**src/hw/rtl/gbsit_pkg.sv**
```systemverilog
// shared types and constants of the geo box sorted insertion table
`default_nettype none

package gbsit_pkg;

   localparam int LAT_W   = 24;
   localparam int LON_W   = 25;
   localparam int ROW_W   = 16;
   localparam int COL_W   = 16;
   localparam int IDX_W   = 8;
   localparam int STAT_W  = 3;
   localparam int POS_W   = 8;
   localparam int CNT_W   = 9;
   localparam int SCORE_W = 28;
   localparam int SCALE_W = 16;
   // longitude offset from the east edge, 0 .. 5 degrees inside the box
   localparam int D_W     = 19;
   localparam int PROD_W  = D_W + SCALE_W;
   localparam int FRAC_SH = 24;
   localparam int BAND_W  = PROD_W - FRAC_SH;
   localparam int BAND3_W = 12;
   localparam int LOFF_W  = 18;
   localparam int DEG_SH  = 16;

   localparam logic signed [LAT_W-1:0] LAT_MIN = 24'sd2097152;   // 32 deg
   localparam logic signed [LAT_W-1:0] LAT_MAX = 24'sd2293760;   // 35 deg
   localparam logic signed [LON_W-1:0] LON_MIN = -25'sd7929856;  // -121 deg
   localparam logic signed [LON_W-1:0] LON_MAX = -25'sd7602176;  // -116 deg
   localparam logic signed [LON_W:0]   LON_REF = 26'sd7602176;   // 116 deg

   localparam logic [SCALE_W-1:0] SCALE_RESET = 16'd256;

   typedef enum logic [STAT_W-1:0] {
      STAT_INSERTED = 3'd0,
      STAT_OUTSIDE  = 3'd1,
      STAT_FULL     = 3'd2,
      STAT_READ     = 3'd3,
      STAT_EMPTY    = 3'd4
   } status_type;

   typedef enum logic {
      FN_INSERT = 1'b0,
      FN_READ   = 1'b1
   } func_type;

   typedef enum logic {
      FSM_IDLE = 1'b0,
      FSM_EXEC = 1'b1
   } state_type;

   typedef struct packed {
      logic signed [LAT_W-1:0] lat;
      logic signed [LON_W-1:0] lon;
      logic [ROW_W-1:0]        row;
      logic [COL_W-1:0]        col;
      logic [SCORE_W-1:0]      score;
   } entry_type;

   typedef struct packed {
      logic      ins_en;
      entry_type new_entry;
   } cell_cmd_type;

endpackage

`default_nettype wire

```
**src/hw/rtl/gbsit_cell.sv**
```systemverilog
// one table cell: holds an entry, compares and shifts up on insert
`default_nettype none

module gbsit_cell #(
   parameter int CELL_IDX = 0,
   parameter int XW       = 9
) (
   input  logic                       clock,
   input  gbsit_pkg::cell_cmd_type    cmd,
   input  logic [XW-1:0]              count_x,
   input  logic [XW-1:0]              rd_idx_x,
   input  gbsit_pkg::entry_type       prev_entry,
   input  logic                       prev_ge,
   output gbsit_pkg::entry_type       entry_o,
   output logic                       ge_o,
   output logic                       pos_hit_o,
   output logic                       rd_hit_o
);
   import gbsit_pkg::*;

   entry_type entry_ff;
   entry_type entry_in;
   logic      vacant;

   assign vacant    = XW'(CELL_IDX) >= count_x;
   // this cell sits at or above the insert point
   assign ge_o      = vacant || (entry_ff.score > cmd.new_entry.score);
   assign pos_hit_o = ge_o && !prev_ge;
   assign rd_hit_o  = rd_idx_x == XW'(CELL_IDX);

   always_comb begin
      entry_in = entry_ff;
      if (cmd.ins_en && ge_o) begin
         if (prev_ge) begin
            entry_in = prev_entry;
         end else begin
            entry_in = cmd.new_entry;
         end
      end
   end

   always_ff @(posedge clock) begin
      entry_ff <= entry_in;
   end

   assign entry_o = entry_ff;

endmodule

`default_nettype wire

```
**config.mk**
```make
export PLATFORM = sky130hd
export DESIGN_NAME = gbsit_cell
export DESIGN_NICKNAME = d
export VERILOG_FILES = /design/src/hw/rtl/gbsit_pkg.sv /design/src/hw/rtl/gbsit_cell.sv
export SDC_FILE = /design/constraint.sdc
export NUM_CORES = 1
export LEC_CHECK = 0
export ABC_AREA = 1
export BUFFER_PORTS_ARGS = -buffer_cell sky130_fd_sc_hd__buf_2
export CAP_MARGIN = 30
export CORE_AREA = 2 2 137 139
export CTS_BUF_LIST = sky130_fd_sc_hd__clkbuf_16
export DETAILED_ROUTE_END_ITERATION = 10
export DIE_AREA = 0 0 139 141
export GPL_ROUTABILITY_DRIVEN = 0
export REMOVE_ABC_BUFFERS = 1
export SYNTH_ARGS = -nofsm -noshare
export SYNTH_HDL_FRONTEND = slang
export SYNTH_SLANG_ARGS = --single-unit
```
**constraint.sdc**
```tcl
create_clock -name clock -period 10.3 [get_ports clock]
set_clock_uncertainty 0.2 [all_clocks]
set_input_delay 1.545 -clock clock [delete_from_list [all_inputs] [get_ports clock]]
set_output_delay 1.545 -clock clock [all_outputs]
set_load 0.01 [all_outputs]
```
## After elaboration in Yosys (flattened, before gate mapping)

Index checks and enable logic that the tools add are counted.
W data, S select, Z words.

- Register bits: 109
- Logic and storage cells: 13

- Order comparisons: 2
- Muxes and demuxes: 1
- Reductions and logical operators: 5

Operator list:

| cell | number |
|---|---|
| $mux W109 | 1 |
| $gt A28 B28 Y1 | 1 |
| $ge A1 B9 Y1 const A | 1 |
| $logic_not A9 Y1 | 1 |
| $logic_and A1 B1 Y1 | 2 |
| $logic_not A1 Y1 | 1 |
| $logic_or A1 B1 Y1 | 1 |

## Longest topological paths before layout

Gate-level depths: netlist (run 1).

- Depth in word-level cells: 3
- Gate-level depth with buffers: 13

## Least setup slack after synthesis (run 1)

Ideal clock, no wire load.

- Path kind: input to register
- Start point: input port cmd[27] in the netlist's numbering
- End point: register entry_ff, in the netlist entry_o[0], enable pin
- Setup time: 0.613 ns
- Data arrival time: 7.726 ns
- Path slack: 1.762 ns
- Stages: 10
- Path buffers: 0
- Cells stage by stage: inv_1 ha_1 nand2_2 nor2_4 nand2_2 nor3b_2 nand2_1 nand2_1 nand2_2 a21oi_1

- Word-level cells in the longest chain between the ends: 3

RTL lines:

| what | line | RTL |
|---|---|---|
| start: declaration | gbsit_cell.sv:9 | `input gbsit_pkg::cell_cmd_type cmd,` |
| $gt A28 B28 Y1 | gbsit_cell.sv:27 | `assign ge_o = vacant \|\| (entry_ff.score > cmd.new_entry.score);` |
| $logic_or A1 B1 Y1 | gbsit_cell.sv:27 |  |
| $logic_and A1 B1 Y1 | gbsit_cell.sv:33 | `if (cmd.ins_en && ge_o) begin` |
| end signal: assignment | gbsit_cell.sv:43 | `entry_ff <= entry_in;` |
| end: declaration | gbsit_cell.sv:21 | `entry_type entry_ff;` |

No other way between the ends.
A chain may end at the register's enable or synchronous reset.

## Worst setup path in the final report (run 1)

- Start point: input port cmd[23] in the netlist's numbering
- End point: output port pos_hit_o

- Word-level cells in the longest chain between the ends: 3

RTL lines:

| what | line | RTL |
|---|---|---|
| $gt A28 B28 Y1 | gbsit_cell.sv:27 |  |
| $logic_or A1 B1 Y1 | gbsit_cell.sv:27 |  |
| $logic_and A1 B1 Y1 | gbsit_cell.sv:28 | `assign pos_hit_o = ge_o && !prev_ge;` |
| end: declaration | gbsit_cell.sv:16 | `output logic pos_hit_o,` |

No other way between the ends.

==> results.sh, run 1 <==
export IMPL_initial_core_util_pct=29.4
export IMPL_dieHeight_um=141
export IMPL_finalSetupViolCount=0
export IMPL_end_kind="output port"
export IMPL_io_pins=351
export IMPL_portBuffers=350
export IMPL_place_area_mm2=0.00738
export IMPL_first_global_vias=4180
export IMPL_vias=4289
export IMPL_path_cells="buf_2 > inv_1 > ha_1 > nand2_1 > nor2_2 > nand2_2 > nor3b_2 > nand4_1 > nand2_2 > a21oi_1 > buf_2"
export IMPL_p_leak_uw=0.00357
export IMPL_place_hpwl_um=11500
export IMPL_cts_sinks=109
export IMPL_ys_ff_latch=109
export IMPL_dp_cells=978
export IMPL_r2r_slack_ns=6.74
export IMPL_vias_per_cell=4.31
export IMPL_final_util_pct=41.9
export IMPL_cp_max_fo=3
export IMPL_stdcell_count=994
export IMPL_critPathKind="in -> out"
export IMPL_yosys_area_top_type="edfxtp_1"
export IMPL_postSynthCellCount=406
export IMPL_htreeDepth=3
export IMPL_power_frac_seq_pct=50.9
export IMPL_drt_iter0_drc=140
export IMPL_drc=0
export IMPL_fmax_ghz=0.211
export IMPL_min_to="entry_o[65]"
export IMPL_arrival_ns=2.99
export IMPL_pwr_share_clk_pct=31.8
export IMPL_hold_violations=0
export IMPL_cp_top_family="simple AND/OR/NAND/NOR gates"
export IMPL_postCtsResizedCells=0
export IMPL_dr_pass1_iters=4
export IMPL_hold_path_class="reg -> reg"
export IMPL_cp_required_ns=8.56
export IMPL_yosys_warnings=0
export IMPL_synth_most_common_cell="edfxtp_1"
export IMPL_clockBufferDepth=2
export IMPL_clk_pin_slew_worst_paths_ns=0.07
export IMPL_powerDensity_mw_per_mm2=138
export IMPL_setup_tns_ns=0
export IMPL_maxCapViolations=0
export IMPL_ys_async_sr_fraction_pct=0
export IMPL_antenna_cells=0
export IMPL_gr_usage_all_layers_pct=14.3
export IMPL_largest_reg_flops=109
export IMPL_rsz0062_at_grt="false"
export IMPL_timing_hold_worst_start="entry_o[1]"
export IMPL_cts_tree="built"
export IMPL_cp_start_kind="primary input"
export IMPL_die_area_mm2=0.0196
export IMPL_p_int_uw=786
export IMPL_grt_max_degree=80
export IMPL_grt_pass1_wl_um=22000
export IMPL_synth_area_mm2=0.00537
export IMPL_fin_crit_ns=4.73
export IMPL_clock_root_buffer="clkbuf_16"
export IMPL_swShare_pct=25.6
export IMPL_r2r_cells=11
export IMPL_cts_hold_buf=0
export IMPL_antenna_found_initial=1
export IMPL_yosysTopAreaCellShare_pct=60.9
export IMPL_worstMarginPinSlew_ns=0.844
export IMPL_wirelength_um=14500
export IMPL_rr_startpoint="entry_o[23]"
export IMPL_coreArea_mm2=0.0183
export IMPL_die_x_um=139
export IMPL_combPwrFrac_pct=17.3
export IMPL_core_rowCount=50
export IMPL_r2r_end="entry_o[3]"
export IMPL_slew_headroom_pct=43.8
export IMPL_clock_latency_ns=0.34
export IMPL_synth_cell_type_count=22
export IMPL_min_path_cells=7
export IMPL_peakVddDrop_uv=65.4
export IMPL_layout_drive_gt1_share_pct=60.5
export IMPL_wl_per_cell_um=14.6
export IMPL_final_area_mm2=0.00766
export IMPL_slew_viol_final=0
export IMPL_post_cts_buffers=0
export IMPL_post_route_period_util_pct=45.9
export IMPL_status="completed"
export IMPL_worstPathBufferInverterCount=3
export IMPL_ant_nets=0
export IMPL_ys_flop_type="edfxtp_1"
export IMPL_cts_buffers=9
export IMPL_syn_avg_cell_area_um2=13.2
export IMPL_synth_area_top_cells="edfxtp_1 (61%), mux2_2 (17%), ha_1 (6.5%)"
export IMPL_cp_slowest_stage_delay_ns=0.29
export IMPL_critPathSlowestCell="ha_1"
export IMPL_synth_seq_area_share_pct=60.9
export IMPL_synthTopCellsByCount="edfxtp_1 (109), mux2_2 (82), nand2_1 (66)"
export IMPL_p_sw_uw=271
export IMPL_syn2layout_area_growth_pct=42.7
export IMPL_final_nets=1022
export IMPL_overflow=0
export IMPL_synth_edf_count=109
[power groups by stage]
stage	registers (uW)	logic (uW)	clock network, uW
2_1_floorplan	569	69.2	0
5_1_grt	541	204	363
3_5_place_dp	548	186	0
6_report	537	183	336
3_3_place_gp	547	185	0
4_1_cts	538	187	352
[layout make-up]
class                           count  area [um^2]
Inverter                           40          150
Multi-Input combinational cell    242         1890
Clock inverter                      7         57.6
Fill cell                        1801        10600
Timing Repair Buffer              353         1780
Sequential cell                   109         3270
Tap cell                          234          293
Clock buffer                        9          225
[stage by stage]
step	power, uW	hold WS, ns	worst slack [ns]
global route	1110	1.27	5.40
CTS	1080	1.25	5.55
floorplan	638	1.53	1.76
finish	1060	1.26	5.57
detailed placement	734	1.27	5.48
global placement	732	1.26	5.51
[tightest hold or removal path, delay by kind of cell (launching register included)]
family / cells / cell delay, ns
flip-flops: 1 / 0.36
adder cells (fa/ha/maj): 1 / 0.14
buffers and inverters: 2 / 0.36
AO/OA/AOI/OAI: 1 / 0.05
AND/OR/NAND/NOR: 3 / 0.28
[cells in the final DEF, fill, tap and decap left out, types with 3 or more instances in the layout]
| cell | netlist | final |
|---|---|---|
| buf_2 | 13 | 349 |
| edfxtp_1 | 109 | 109 |
| mux2_2 | 82 | 82 |
| nand2_1 | 66 | 66 |
| inv_1 | 40 | 40 |
| ha_1 | 28 | 28 |
| o21ai_0 | 27 | 27 |
| nor2_1 | 10 | 10 |
| a21oi_1 | 10 | 9 |
| clkbuf_16 | 0 | 9 |
| buf_4 | 0 | 4 |
| nand2_2 | 3 | 3 |
| nand3_1 | 3 | 3 |
| nor4_1 | 3 | 3 |
[worst max path at each step]
stage	from	to	slack [ns]	cells after the start
4_1_cts	cmd[23]	pos_hit_o	5.55	11
2_1_floorplan	cmd[27]	entry_o[0]	1.76	10
3_3_place_gp	cmd[23]	entry_o[0]	5.51	13
6_report	cmd[23]	pos_hit_o	5.57	11
5_1_grt	cmd[23]	pos_hit_o	5.40	12
3_5_place_dp	cmd[23]	entry_o[0]	5.48	13
[layer usage]
| metal | up-vias | global-route usage (%) | routed length [um] | share of wire, % |
|---|---|---|---|---|
| li1 | 2144 | - | - | - |
| met3 | 22 | 5.23 | 1390 | 9.6 |
| met5 | - | 0 | 16 | 0.11 |
| met4 | 2 | 5.21 | 310 | 2.1 |
| met1 | 1931 | 16.6 | 5690 | 39 |
| met2 | 190 | 24.4 | 7130 | 49 |
[cell families (layout without fill, tap and decap cells)]
| kind of cell | Yosys count | count (layout) | synth area share, % |
|---|---|---|---|
| adder cells (fa/ha/maj) | 28 | 28 | 6.52 |
| flip-flops | 109 | 109 | 60.9 |
| buffers and inverters | 55 | 409 | 4.15 |
| AND/OR/NAND/NOR | 92 | 92 | 7.31 |
| multiplexers | 82 | 82 | 17.2 |
| AO/OA/AOI/OAI | 40 | 40 | 3.89 |
Note: power is estimated with default switching activity, not from simulation.
==> run 2: changes to the inputs <==
--- a/config.mk
+++ b/config.mk
@@ -5,7 +5,7 @@
 export SDC_FILE = /design/constraint.sdc
 export NUM_CORES = 1
 export LEC_CHECK = 0
-export ABC_AREA = 1
+export ABC_AREA = 0
 export BUFFER_PORTS_ARGS = -buffer_cell sky130_fd_sc_hd__buf_2
 export CAP_MARGIN = 30
 export CORE_AREA = 2 2 137 139
==> constraint.sdc (replaced) <==
create_clock -name clock -period 4.8 [get_ports clock]
set_clock_uncertainty 0.2 [all_clocks]
set_input_delay 0.72 -clock clock [delete_from_list [all_inputs] [get_ports clock]]
set_output_delay 0.72 -clock clock [all_outputs]
set_load 0.01 [all_outputs]
==> results.sh, run 2 <==
export IMPL_synth_most_common_cell="edfxtp_1"
export IMPL_path_cells="buf_2 > inv_1 > ha_1 > a21o_1 > a21o_1 > a211o_1 > a211oi_2 > a21oi_1 > buf_2"
export IMPL_first_global_vias=4119
export IMPL_ant_nets=0
export IMPL_critPathKind="in -> out"
export IMPL_die_area_mm2=0.0196
export IMPL_post_route_period_util_pct=70.9
export IMPL_mostFrequentLayoutCells="buf_2 (349), edfxtp_1 (109), mux2_2 (82)"
export IMPL_vias_per_cell=4.41
export IMPL_synth_area_mm2=0.00528
export IMPL_yosys_warnings=0
export IMPL_arrival_ns=2.48
export IMPL_die_x_um=139
export IMPL_fmax_ghz=0.294
export IMPL_postCtsResizedCells=0
export IMPL_clk_pin_slew_worst_paths_ns=0.08
export IMPL_gr_usage_all_layers_pct=13.9
export IMPL_peakVddDrop_uv=191
export IMPL_synth_edf_count=109
export IMPL_rsz0062_at_grt="false"
export IMPL_syn2layout_area_growth_pct=44.5
export IMPL_grt_pass1_wl_um=21100
export IMPL_mostFrequentLayoutCell="buf_2"
export IMPL_status="completed"
export IMPL_dr_pass1_iters=4
export IMPL_final_nets=987
export IMPL_synth_seq_area_share_pct=61.9
export IMPL_wl_per_cell_um=14.7
export IMPL_cts_sinks=109
export IMPL_place_area_mm2=0.00733
export IMPL_fin_crit_ns=3.40
export IMPL_worstPathBufferInverterCount=3
export IMPL_io_pins=351
export IMPL_largest_reg_flops=109
export IMPL_powerDensity_mw_per_mm2=300
export IMPL_cp_start_kind="primary input"
export IMPL_syn_avg_cell_area_um2=14.3
export IMPL_grt_max_degree=49
export IMPL_cp_top_family="compound AO/OA/AOI/OAI gates"
export IMPL_ys_async_sr_fraction_pct=0
export IMPL_vias=4229
export IMPL_cts_tree="built"
export IMPL_busiest_layer="met2"
export IMPL_cp_required_ns=3.88
export IMPL_antenna_found_initial=1
export IMPL_setup_tns_ns=0
export IMPL_maxCapViolations=0
export IMPL_postSynthCellCount=370
export IMPL_met2_usage_pct=23.7
export IMPL_drc=0
export IMPL_p_leak_uw=0.00348
export IMPL_finalPower_uw=2290
export IMPL_overflow=0
export IMPL_final_area_mm2=0.00763
export IMPL_critPathSlowestCell="a211oi_2"
export IMPL_synth_area_top_cells="edfxtp_1 (62%), mux2_2 (17%), ha_1 (6.6%)"
export IMPL_final_util_pct=41.8
export IMPL_worstMarginPinSlew_ns=0.652
export IMPL_cp_slowest_stage_delay_ns=0.39
export IMPL_clockBufferDepth=2
export IMPL_cp_max_fo=3
export IMPL_yosys_area_top_type="edfxtp_1"
export IMPL_synthTopCellsByCount="edfxtp_1 (109), mux2_2 (82), nand2_1 (32)"
export IMPL_post_cts_buffers=0
export IMPL_dieHeight_um=141
export IMPL_hold_path_class="in -> reg"
export IMPL_htreeDepth=3
export IMPL_portBuffers=350
export IMPL_core_rowCount=50
export IMPL_yosysTopAreaCellShare_pct=61.9
export IMPL_grt_met3_usage_pct=5.13
export IMPL_cts_buffers=9
export IMPL_synth_cell_type_count=27
export IMPL_ys_flop_type="edfxtp_1"
export IMPL_finalSetupViolCount=0
export IMPL_coreArea_mm2=0.0183
export IMPL_slew_headroom_pct=56.5
export IMPL_end_kind="output port"
export IMPL_wirelength_um=14100
export IMPL_drt_iter0_drc=130
export IMPL_ys_ff_latch=109
export IMPL_slew_viol_final=0
export IMPL_cts_hold_buf=0
export IMPL_place_hpwl_um=11200
export IMPL_clock_root_buffer="clkbuf_16"
export IMPL_initial_core_util_pct=28.9
export IMPL_gr_usage_met1_pct=15.8
export IMPL_hold_violations=0
export IMPL_clock_latency_ns=0.35
export IMPL_layout_drive_gt1_share_pct=62.6
-- run 2: changes by cell type in the layout (fill, tap and decap cells not counted), sizes merged, moves of 6 or more --
cell	before	now
inv	43	31
nand2	69	32
nor2	12	4
nand4	1	7
-- run 2: path summary, 6_finish.rpt --
check / startpoint / endpoint / slack [ns] / cells after the start
setup / recovery: cmd[17] / pos_hit_o / 1.40 / 9
hold / removal: prev_entry[11] / entry_o[11] / 0.45 / 3
setup reg to reg: entry_o[26] / entry_o[108] / 1.71 / 6
hold reg to reg: entry_o[12] / entry_o[78] / 0.97 / 5
-- run 2: stage by stage --
stage / hold slack, ns / setup slack [ns] / std cells
floorplan: 0.707 / -3.05 / 355
global placement: 0.799 / 1.29 / 943
detailed placement: 0.806 / 1.25 / 943
CTS: 0.431 / 1.39 / 959
global route: 0.436 / 1.19 / 960
finish: 0.450 / 1.40 / 960
-- run 2: layout make-up --
cell class	instances	area (um^2)
diodes	1	2.50
clock buffers	9	225
clock inverters	7	75.1
fillers	1748	10600
inverters	28	105
multi-input cells	218	1850
flip-flops and latches	109	3270
well taps	234	293
repair buffers	354	1810
-- run 2: per-layer routing --
layer | vias up | wire length [um]
met3 | 20 | 1230
met2 | 200 | 7200
met1 | 1916 | 5410
met5 | - | 0
met4 | 0 | 279
li1 | 2093 | -
-- run 2: report_power, final --
group / internal, uW / leakage (uW) / switching (uW) / total (uW)
Sequential: 1130 / 0.00101 / 17.2 / 1150
Clock: 409 / 0.000149 / 352 / 761
Combinational: 193 / 0.00231 / 188 / 381
Total: 1730 / 0.00348 / 557 / 2290
-- run 2: kinds of logic (layout without fill, tap and decap cells) --
group,after synthesis,in the layout,share of synthesized area (%)
other,0,1,0
multiplexers,82,82,17.5
flip-flops,109,109,61.9
adder cells (fa/ha/maj),28,28,6.63
buffers and inverters,43,398,3.24
AO/OA/AOI/OAI,52,52,5.75
AND/OR/NAND/NOR,56,56,4.95
-- run 2: tightest hold or removal path: cells and delay by family --
family | cells | cell delay [ns]
buffers and inverters | 1 | 0.08
AND/OR/NAND/NOR | 1 | 0.04
AO/OA/AOI/OAI | 1 | 0.05
