==> config.mk <==
export PLATFORM = sky130hd
export DESIGN_NAME = gbsit_score
export DESIGN_NICKNAME = d
export VERILOG_FILES = /design/src/hw/rtl/gbsit_pkg.sv /design/src/hw/rtl/gbsit_score.sv
export SDC_FILE = /design/constraint.sdc
export NUM_CORES = 1
export LEC_CHECK = 0
export ABC_AREA = 1
export BUFFER_PORTS_ARGS = -buffer_cell sky130_fd_sc_hd__buf_2
export CAP_MARGIN = 20
export CORE_MARGIN = 2
export CORE_UTILIZATION = 53
export CTS_BUF_LIST = sky130_fd_sc_hd__clkbuf_8 sky130_fd_sc_hd__clkbuf_16
export DETAILED_ROUTE_END_ITERATION = 8
export MAX_ROUTING_LAYER = met4
export PLACE_DENSITY = 0.77
export SLEW_MARGIN = 20
export SYNTH_ARGS = -nofsm -noshare
export SYNTH_HDL_FRONTEND = slang
export SYNTH_SLANG_ARGS = --single-unit
==> constraint.sdc <==
create_clock -name clock -period 11.6 [get_ports clock]
set_input_delay 1.16 -clock clock [delete_from_list [all_inputs] [get_ports clock]]
set_output_delay 1.16 -clock clock [all_outputs]
set_load 0.02 [all_outputs]
==> src/hw/rtl/gbsit_pkg.sv <==
// shared types and constants of the geo box sorted insertion table
`default_nettype none

package gbsit_pkg;

   localparam int LAT_W   = 24;
   localparam int LON_W   = 25;
   localparam int ROW_W   = 16;
   localparam int COL_W   = 16;
   localparam int IDX_W   = 8;
   localparam int STAT_W  = 3;
   localparam int POS_W   = 8;
   localparam int CNT_W   = 9;
   localparam int SCORE_W = 28;
   localparam int SCALE_W = 16;
   // longitude offset from the east edge, 0 .. 5 degrees inside the box
   localparam int D_W     = 19;
   localparam int PROD_W  = D_W + SCALE_W;
   localparam int FRAC_SH = 24;
   localparam int BAND_W  = PROD_W - FRAC_SH;
   localparam int BAND3_W = 12;
   localparam int LOFF_W  = 18;
   localparam int DEG_SH  = 16;

   localparam logic signed [LAT_W-1:0] LAT_MIN = 24'sd2097152;   // 32 deg
   localparam logic signed [LAT_W-1:0] LAT_MAX = 24'sd2293760;   // 35 deg
   localparam logic signed [LON_W-1:0] LON_MIN = -25'sd7929856;  // -121 deg
   localparam logic signed [LON_W-1:0] LON_MAX = -25'sd7602176;  // -116 deg
   localparam logic signed [LON_W:0]   LON_REF = 26'sd7602176;   // 116 deg

   localparam logic [SCALE_W-1:0] SCALE_RESET = 16'd256;

   typedef enum logic [STAT_W-1:0] {
      STAT_INSERTED = 3'd0,
      STAT_OUTSIDE  = 3'd1,
      STAT_FULL     = 3'd2,
      STAT_READ     = 3'd3,
      STAT_EMPTY    = 3'd4
   } status_type;

   typedef enum logic {
      FN_INSERT = 1'b0,
      FN_READ   = 1'b1
   } func_type;

   typedef enum logic {
      FSM_IDLE = 1'b0,
      FSM_EXEC = 1'b1
   } state_type;

   typedef struct packed {
      logic signed [LAT_W-1:0] lat;
      logic signed [LON_W-1:0] lon;
      logic [ROW_W-1:0]        row;
      logic [COL_W-1:0]        col;
      logic [SCORE_W-1:0]      score;
   } entry_type;

   typedef struct packed {
      logic      ins_en;
      entry_type new_entry;
   } cell_cmd_type;

endpackage

`default_nettype wire

==> src/hw/rtl/gbsit_score.sv <==
// box check, registered band multiply and sort score
`default_nettype none

module gbsit_score (
   input  logic                                     clock,
   input  logic                                     load,
   input  logic signed [gbsit_pkg::LAT_W-1:0]       lat,
   input  logic signed [gbsit_pkg::LON_W-1:0]       lon,
   input  logic [gbsit_pkg::SCALE_W-1:0]            band_scale,
   output logic [gbsit_pkg::SCORE_W-1:0]            score,
   output logic                                     score_ok
);
   import gbsit_pkg::*;

   logic                    in_box;
   logic signed [LON_W:0]   d_full;
   logic [D_W-1:0]          d;
   logic [PROD_W-1:0]       prod_in;
   logic [LOFF_W-1:0]       loff_in;
   logic [PROD_W-1:0]       prod_ff;
   logic [LOFF_W-1:0]       loff_ff;
   logic                    in_box_ff;
   logic [BAND_W-1:0]       band;
   logic [BAND3_W-1:0]      band3;
   logic signed [LAT_W-1:0] lat_diff;

   assign in_box = (lat >= LAT_MIN) && (lat <= LAT_MAX) &&
                   (lon >= LON_MIN) && (lon <= LON_MAX);

   assign d_full   = -$signed({lon[LON_W-1], lon}) - LON_REF;
   assign d        = d_full[D_W-1:0];
   assign prod_in  = PROD_W'(d) * PROD_W'(band_scale);
   assign lat_diff = lat - LAT_MIN;
   assign loff_in  = lat_diff[LOFF_W-1:0];

   always_ff @(posedge clock) begin
      if (load) begin
         prod_ff   <= prod_in;
         loff_ff   <= loff_in;
         in_box_ff <= in_box;
      end
   end

   // band times three, then placed at whole degrees
   assign band     = prod_ff[PROD_W-1:FRAC_SH];
   assign band3    = BAND3_W'({band, 1'b0}) + BAND3_W'(band);
   assign score    = {band3, {DEG_SH{1'b0}}} + SCORE_W'(loff_ff);
   assign score_ok = in_box_ff && (score != '0);

endmodule

`default_nettype wire

== After elaboration in Yosys (flattened, before gate mapping) ==
Cells that the tools add are included.

* Output and inout port bits: 29
* Logic and storage cells: 18
* Memories: 0
* Bits in writable memories: 0
* Bits in read-only memories: 0
* Input bits: 67
* Bits in latches: 0
* Flip-flop bits (word level): 54

* $add $sub $neg: 5
* Reductions and logical operators: 5
* Div/mod/pow operators: 0
* $lt $le $gt $ge: 4
* Shift-type cells: 0
* Eq/ne operators: 0
* Bitwise operators: 0
* Mux-type cells: 0
* Multipliers: 1

{| class="wikitable"
|+ Operators by type and width
! operator !! number
|-
| $mul 19x16->35 || 1
|-
| $add 28x18->28 || 1
|-
| $reduce_bool 28->1 || 1
|-
| $ge 25x24->1 const B || 1
|-
| $le 25x24->1 const B || 1
|-
| $ge 24x23->1 const B || 1
|-
| $le 24x23->1 const B || 1
|-
| $neg 19->19 || 1
|-
| $sub 19x19->19 const B || 1
|-
| $sub 18x1->18 const B || 1
|-
| $add 12x11->12 || 1
|-
| $logic_and 1x1->1 || 4
|}

== Depth between registers and ports, before layout ==
Gate-level depths: netlist of the first run.

* Depth in word-level cells: 4
* Depth in mapped cells: 34

== Worst setup path before layout of the first run ==
Ideal clock, no wire load.

* Path kind: input -> register
* From: input port lon[0] (netlist name)
* To: register prod_ff[34], data pin
* Data required time: 11348 ps
* Stages: 34
* Buffers on the path: 2
* Arrival time: 7135 ps
* Slack: 4213 ps
* Setup time: 252 ps
* Path through: buf_6 -> clkbuf_1 -> inv_1 -> ha_1 -> nand2_1 -> or2_2 -> nor2_1 -> inv_1 -> or2_2 -> nand2_1 -> nor2_1 -> fa_1 -> inv_1 -> fa_1 -> inv_1 -> fa_1 -> inv_1 -> fa_1 -> inv_1 -> fa_1 -> inv_1 -> fa_1 -> inv_1 -> ha_1 -> a21oi_1 -> o21ai_0 -> nand2_1 -> o211ai_1 -> a21boi_0 -> nand2_1 -> nand2_1 -> nand2_1 -> nand2_1 -> nand2_1

* Cells in the longest elaborated chain, start to end: 3

{| class="wikitable"
|+ RTL lines
! item !! RTL line !! text
|-
| start, declared || gbsit_score.sv:8 || <nowiki>input logic signed [gbsit_pkg::LON_W-1:0] lon,</nowiki>
|-
| $neg 19->19 || gbsit_score.sv:30 || <nowiki>assign d_full = -$signed({lon[LON_W-1], lon}) - LON_REF;</nowiki>
|-
| $sub 19x19->19 || gbsit_score.sv:30 ||
|-
| $mul 19x16->35 || gbsit_score.sv:32 || <nowiki>assign prod_in = PROD_W'(d) * PROD_W'(band_scale);</nowiki>
|-
| net prod_in[34] || gbsit_score.sv:18 || <nowiki>logic [PROD_W-1:0] prod_in;</nowiki>
|-
| end signal, assigned || gbsit_score.sv:38 || <nowiki>prod_ff <= prod_in;</nowiki>
|-
| end, declared || gbsit_score.sv:20 || <nowiki>logic [PROD_W-1:0] prod_ff;</nowiki>
|}

The timed path passes the listed nets, and every way through them passes these cells.
A chain may end at the register's enable or synchronous reset.

== Worst setup path after layout of the first run ==
Same ends and word-level chain as after synthesis.

==> results of run 1 <==
-- routing by layer --
metal	part of all wire, %	up-vias
met5	0	-
met4	2.8	0
met3	9.1	68
met2	47	430
met1	41	5020
li1	-	4892
-- metrics by stage --
| step | cells | util, % | instance area [um^2] |
|---|---|---|---|
| 3_3_place_gp | 1956 | 56.7 | 12900 |
| 6_report | 1964 | 57.4 | 13000 |
| 5_1_grt | 1964 | 57.4 | 13000 |
| 4_1_cts | 1964 | 57.3 | 13000 |
| 2_1_floorplan | 1622 | - | 12300 |
| 3_5_place_dp | 1956 | 56.7 | 12900 |
-- final timing paths --
check	slack, ps	start	to	depth (start not counted)
max	3670	lon[0]	prod_ff[34]	29
min	1070	lat[1]	loff_ff[1]	1
-- state kept, by name, summed over array words and instances, names as in the netlist --
| signal | cells |
|---|---|
| in_box_ff | 1 |
| loff_ff | 18 |
| prod_ff | 11 |
-- synth_stat cells --
library cell  count  area (um^2)
o21ai_1           1         5.00
buf_2             1         5.00
nor4b_1           1         8.76
a31oi_1           8         50.1
nor2_2            3         18.8
a211oi_1          2         15.0
ha_1            118         1480
a21o_1            2         15.0
edfxtp_1         30          901
nand2_2           3         18.8
xnor2_1           4         35.0
xor2_1            7         61.3
nor2_4            2         22.5
o21ai_2           1         8.76
inv_2             3         11.3
buf_4            17          128
o21a_1            2         15.0
nand3_1          46          230
inv_4             1         6.26
nor3_4            1         16.3
nor4_1            5         31.3
o21ai_0          30          150
nand4_1          14         87.6
nand3_2           1         10.0
o31ai_1           1         7.51
nor3_1           17         85.1
nand2_1         375         1410
or4_1             1         7.51
and2_0            1         6.26
fa_1            237         4740
inv_1           407         1530
buf_6             1         11.3
a21boi_0          1         7.51
clkinv_1          4         15.0
nor2_1          191          717
clkbuf_1         31          116
or2_2             5         31.3
o21bai_1          6         45.0
a21oi_1          35          175
nand2_4           1         11.3
o211ai_1          1         7.51
nand3b_1          4         30.0
-- kinds of logic after synthesis --
group / Yosys count / share of synthesized area [%]
compound gates: 90 / 4.09
xor+xnor: 11 / 0.784
fa+ha+maj: 355 / 50.7
buf+inv: 465 / 14.8
flops: 30 / 7.34
simple gates: 671 / 22.3
-- cell usage in the layout, fill, tap and decap left out, types with 14 or more instances in the layout --
| cell | Yosys | routed |
|---|---|---|
| o21ai_0 | 30 | 30 |
| nand3_1 | 46 | 46 |
| inv_1 | 407 | 407 |
| buf_2 | 1 | 95 |
| fa_1 | 237 | 237 |
| nor2_1 | 191 | 191 |
| nand4_1 | 14 | 14 |
| nand2_1 | 375 | 375 |
| edfxtp_1 | 30 | 30 |
| nor3_1 | 17 | 17 |
| a21oi_1 | 35 | 35 |
| ha_1 | 118 | 118 |
-- area by class of cell --
type                            count  area share (%)
Tap cell                          285            2.74
Sequential cell                    30            6.91
Multi-Input combinational cell   1127            73.4
Clock buffer                        5           0.960
Clock inverter                      3           0.125
Inverter                          415            12.0
Timing Repair Buffer               99            3.88
==> impl_metrics.yaml, run 1 <==
run_status:
  outcome: "finished clean"
global_route:
  gr-usage-met2_pct: 47.2
  top_usage_layer: "met2"
  grt_util_met3_pct: 5.48
  grt-ovfl-total: 0
  grt_pass1_wl_um: 53000
  grt_pass1_vias: 10700
  antenna_found_initial: 0
  grt_use_total_pct: 28.8
  met1_usage_pct: 36.7
  grt_max_degree: 31
setup_path:
  crit_type: "primary input to register"
  endpoint_kind: "register"
  critPathTopFamily: "adder cells"
  critPathMaxStageDelay_ps: 580
  crit_required_ps: 11630
  crit_fanout: 17
  path_common_cell: "nand2_1"
  cp_slowest_cell: "fa_1"
  arrival_ps: 7970
  crit_path_start_kind: "primary input"
  crit_buf_inv: 6
clock_tree:
  clock-sinks: 30
  cts-buffers-inserted: 5
  cts_tree: "yes"
  htreeDepth: 2
  clk_pin_slew_ps: 50
  post_cts_resized: 0
  postCtsHoldBufs: 0
  cts.path.max_buffers: 2
  postCtsSetupBuffers: 0
  root_buffer: "clkbuf_16"
routing:
  drt-initial-drc-count: 767
  dr.pass1.iters: 5
  wl_per_cell_um: 16.6
  postRouteAntennaNets: 0
  drc: 0
  vias: 10400
  vias_per_cell: 5.30
  finalWirelength_um: 32700
yosys:
  synthDistinctLibCells: 42
  ys_seq_elements: 30
  synth_nets: 2044
  ys.warnings.count: 0
  synth_seq_area_share_pct: 7.34
  synth_area_mm2: 0.0123
  synthCells: 1622
  synth.avg_cell_area_um2: 7.57
timing:
  setup_viol: 0
  tightest_slew_ps: 743
  slew_headroom_pct: 50.5
  period_minus_slack_ps: 7930
  hold_ws_ps: 1070
  setup_ws_ps: 3670
  fin_crit_sh_pct: 68.4
  hold_viol: 0
  grt_setup_unrepaired: "false"
  fin_tns_setup_ps: 0
  fmax_ghz: 0.126
  drv_slew: 0
layout:
  regArea_um2: 901
  n_antenna_cell: 0
  fin_nets: 2100
  multi_input_area_mm2: 0.00957
  area_growth_syn_to_layout_pct: 6.11
  drive_above_1_share_pct: 7.62
  fillerInstances: 2138
floorplanning:
  die_w_um: 156
  row_count: 55
  core_mm2: 0.0227
  die-area_mm2: 0.0244
  start_util_pct: 54.1
  dieHeight_um: 156
  ios: 96
min_path:
  hold_class: "primary input to register"
place:
  gp_congestion: 0.966
  io_buffers: 95
  dp_hpwl_um: 28000
  place_ws_ps: 3190
run:
  cap_violations: 0
Power of run 1 is not shown: default switching activity piles up to over one toggle a cycle in this logic, so the estimate is an artifact.
==> run 2: changes to the inputs <==
Clock period 11.6 ns to 7.9 ns, I/O delays scaled along.
==> run 2 against run 1 <==
- via count grew 0.18%
- sequential share of layout area is essentially flat
- routed wire length is 2.3% higher
- critical path type unchanged
==> impl_metrics.yaml, run 2 (synthesized netlist as in run 1, its figures left out) <==
run_status:
  outcome: "finished clean"
timing:
  fmax_ghz: 0.139
  slew_headroom_pct: 43.7
  setup_viol: 0
  hold_viol: 0
  drv_slew: 0
  fin_crit_sh_pct: 91.3
  grt_setup_unrepaired: "false"
  tightest_slew_ps: 839
  period_minus_slack_ps: 7210
  fin_tns_setup_ps: 0
layout:
  area_growth_syn_to_layout_pct: 6.72
  largest_register_ffs: 18
  drive_above_1_share_pct: 8.17
  reg_top3: "loff_ff: 18 flops, prod_ff: 11 flops, in_box_ff: 1 flops"
  fin_nets: 2111
  layout_commonest_cell: "inv_1"
  final_cell_mix: "407 x inv_1, 375 x nand2_1, 237 x fa_1, 191 x nor2_1, 118 x ha_1"
  fillerInstances: 2130
  n_antenna_cell: 0
  top_register: "loff_ff"
clock_tree:
  postCtsSetupBuffers: 0
  postCtsHoldBufs: 0
  htreeDepth: 2
  cts.path.max_buffers: 2
  clock-sinks: 30
  cts-buffers-inserted: 5
  post_cts_resized: 0
  root_buffer: "clkbuf_16"
  clk_pin_slew_ps: 50
  cts_tree: "yes"
setup_path:
  crit_required_ps: 7940
  crit_path_start_kind: "primary input"
  crit_fanout: 10
  endpoint_kind: "register"
  critPathMaxStageDelay_ps: 540
  path_common_cell: "nand2_1"
  arrival_ps: 7250
  crit_type: "primary input to register"
  cp_slowest_cell: "fa_1"
run:
  cap_violations: 0
routing:
  wl_per_cell_um: 16.9
  drt-initial-drc-count: 664
  dr.pass1.iters: 5
  vias: 10400
  finalWirelength_um: 33400
  drc: 0
  postRouteAntennaNets: 0
  vias_per_cell: 5.28
global_route:
  grt_pass1_vias: 10900
  grt-ovfl-total: 0
  grt_use_total_pct: 29.9
  grt_max_degree: 31
  grt_pass1_wl_um: 54800
  antenna_found_initial: 0
min_path:
  hold_class: "primary input to register"
place:
  io_buffers: 95
  gp_congestion: 1.04
  dp_hpwl_um: 28500
floorplanning:
  dieHeight_um: 156
  die_w_um: 156
  ios: 96
  die-area_mm2: 0.0244
  row_count: 55
  core_mm2: 0.0227
  start_util_pct: 54.1
[run 2: metrics by stage]
step / hold slack [ps] / cell area (um^2) / setup slack [ps] / std cells / util (%)
global route: 703 / 13100 / 281 / 1975 / 57.7
CTS: 698 / 13100 / 727 / 1975 / 57.7
floorplan: 889 / 12300 / 883 / 1622 / -
finish: 704 / 13100 / 690 / 1975 / 57.7
global placement: 985 / 13000 / 566 / 1967 / 57.1
detailed placement: 986 / 13000 / 446 / 1967 / 57.1
[run 2: worst max-delay path, delay by kind of cell]
kind | cells | cell delay (ps)
AO/OA/AOI/OAI | 4 | 730
adder cells (fa/ha/maj) | 8 | 3340
buffers and inverters | 7 | 710
AND/OR/NAND/NOR | 11 | 1630
[run 2: worst paths after layout]
path	startpoint	to	cells after the start
worst max-delay path	lon[0]	prod_ff[34]	30
worst min-delay path	lat[2]	loff_ff[2]	1
[run 2: final cells by class]
type / instances / area (um^2) / area share, %
Sequential cell: 30 / 901 / 6.87
Timing Repair Buffer: 110 / 588 / 4.49
Tap cell: 285 / 357 / 2.72
Multi-Input combinational cell: 1127 / 9560 / 72.9
Inverter: 415 / 1560 / 11.9
Clock buffer: 5 / 125 / 0.955
Clock inverter: 3 / 16.3 / 0.124
[run 2: metal layers]
layer | routed length [um] | global-route usage [%]
met5 | 0 | -
met4 | 973 | 8.96
met3 | 3280 | 7.39
met2 | 15700 | 49.3
met1 | 13500 | 36.8
Power of run 2 is left out for the same reason.
==> run 3: changes to the inputs <==
--- a/config.mk
+++ b/config.mk
@@ -11,3 +11,3 @@
 export CORE_MARGIN = 2
-export CORE_UTILIZATION = 53
+export CORE_UTILIZATION = 55
 export CTS_BUF_LIST = sky130_fd_sc_hd__clkbuf_8 sky130_fd_sc_hd__clkbuf_16
@@ -15,3 +15,3 @@
 export MAX_ROUTING_LAYER = met4
-export PLACE_DENSITY = 0.77
+export PLACE_DENSITY = 0.86
 export SLEW_MARGIN = 20
==> constraint.sdc (replaced) <==
create_clock -name clock -period 7.9 [get_ports clock]
set_input_delay 1.185 -clock clock [delete_from_list [all_inputs] [get_ports clock]]
set_output_delay 1.185 -clock clock [all_outputs]
set_load 0.02 [all_outputs]
==> run 3 against run 2 <==
- die area decreased by 3.5%
- first-iteration DRC count up 38%
- final cell count decreased by 0.15%
- routed wire length up 2.9%
- critical path type unchanged
- highest routed layer unchanged
==> impl_metrics.yaml, run 3 (synthesized netlist as in run 1, its figures left out) <==
run_status:
  outcome: "finished clean"
clock_tree:
  root_buffer: "clkbuf_16"
  cts.path.max_buffers: 2
  postCtsHoldBufs: 0
  cts_tree: "yes"
  cts-buffers-inserted: 5
  clk_pin_slew_ps: 50
  htreeDepth: 2
  clock-sinks: 30
routing:
  finalWirelength_um: 34400
  dr.pass1.iters: 6
  postRouteAntennaNets: 0
  drt-initial-drc-count: 916
  vias_per_cell: 5.43
  wl_per_cell_um: 17.5
  drc: 0
  vias: 10700
floorplanning:
  row_count: 54
  dieHeight_um: 153
  ios: 96
  die-area_mm2: 0.0235
  die_w_um: 153
  core_mm2: 0.0219
  start_util_pct: 56.1
timing:
  drv_slew: 0
  setup_viol: 0
  hold_ws_ps: 1100
  period_minus_slack_ps: 7470
  setup_ws_ps: 428
  slew_headroom_pct: 54.2
  fin_crit_sh_pct: 94.6
  hold_viol: 0
  fmax_ghz: 0.134
  grt_setup_unrepaired: "false"
  tightest_slew_ps: 687
  fin_tns_setup_ps: 0
setup_path:
  arrival_ps: 7510
  endpoint_kind: "register"
  crit_type: "primary input to register"
  crit_required_ps: 7930
  cp_slowest_cell: "fa_1"
  path_common_cell: "nand2_1"
  crit_fanout: 10
  critPathTopFamily: "adder cells"
  critPathMaxStageDelay_ps: 590
  crit_buf_inv: 9
  crit_path_start_kind: "primary input"
layout:
  fillerInstances: 1953
  final_cell_mix: "406 x inv_1, 375 x nand2_1, 237 x fa_1, 191 x nor2_1, 118 x ha_1"
  layout_commonest_cell: "inv_1"
  area_growth_syn_to_layout_pct: 6.93
  largest_register_ffs: 18
  reg_top3: "loff_ff: 18 flops, prod_ff: 11 flops, in_box_ff: 1 flops"
  top_register: "loff_ff"
  drive_above_1_share_pct: 8.33
  n_antenna_cell: 0
  postLayoutCellArea_mm2: 0.0131
  fin_nets: 2113
place:
  dp_hpwl_um: 29300
  place_ws_ps: 161
  io_buffers: 95
  dpl_cell_area_mm2: 0.0130
  gp_congestion: 1.01
global_route:
  grt_util_met3_pct: 4.96
  gr-usage-met2_pct: 51.7
  antenna_found_initial: 0
  grt_max_degree: 31
  grt_pass1_wl_um: 56500
  grt_use_total_pct: 31.4
  met1_usage_pct: 39.8
  grt-ovfl-total: 0
  grt_pass1_vias: 11300
  top_usage_layer: "met2"
run:
  cap_violations: 0
min_path:
  hold_class: "primary input to register"
## run 3: changes by cell type in the layout (fill, tap and decap cells not counted)
cell,before,now
buf_12,0,1
inv_1,407,406
buf_4,15,16
clkinvlp_4,1,2
## run 3: timing repair
action	4_1_cts	5_1_grt
gates resized for setup	0	1
setup buffers	0	0
endpoints found under the setup margin	0	2
## run 3: final cells by class
| cell class | instances | area, um^2 | share of cell area, % |
|---|---|---|---|
| Clock inverter | 3 | 16.3 | 0.124 |
| Timing Repair Buffer | 112 | 616 | 4.69 |
| Clock buffer | 5 | 125 | 0.953 |
| Multi-Input combinational cell | 1127 | 9560 | 72.8 |
| Sequential cell | 30 | 901 | 6.86 |
| Inverter | 415 | 1560 | 11.9 |
| Tap cell | 280 | 350 | 2.67 |
## run 3: layer usage
metal | wire length [um] | share of wire (%)
met5 | 0 | 0
met3 | 3560 | 10
met1 | 13300 | 39
met4 | 1460 | 4.2
met2 | 16100 | 47
## run 3: through the flow
stage                     util (%)  cells
after floorplan                  -   1622
after global placement        59.3   1964
after detailed placement      59.3   1964
after CTS                     60.0   1972
after global routing          60.0   1972
final                         60.0   1972
## run 3: path summary, 6_finish.rpt
kind | startpoint | endpoint | slack, ps | depth (start not counted)
max | lon[0] | prod_ff[29] | 430 | 31
min | lat[1] | loff_ff[1] | 1100 | 1
Power of run 3 is left out for the same reason.
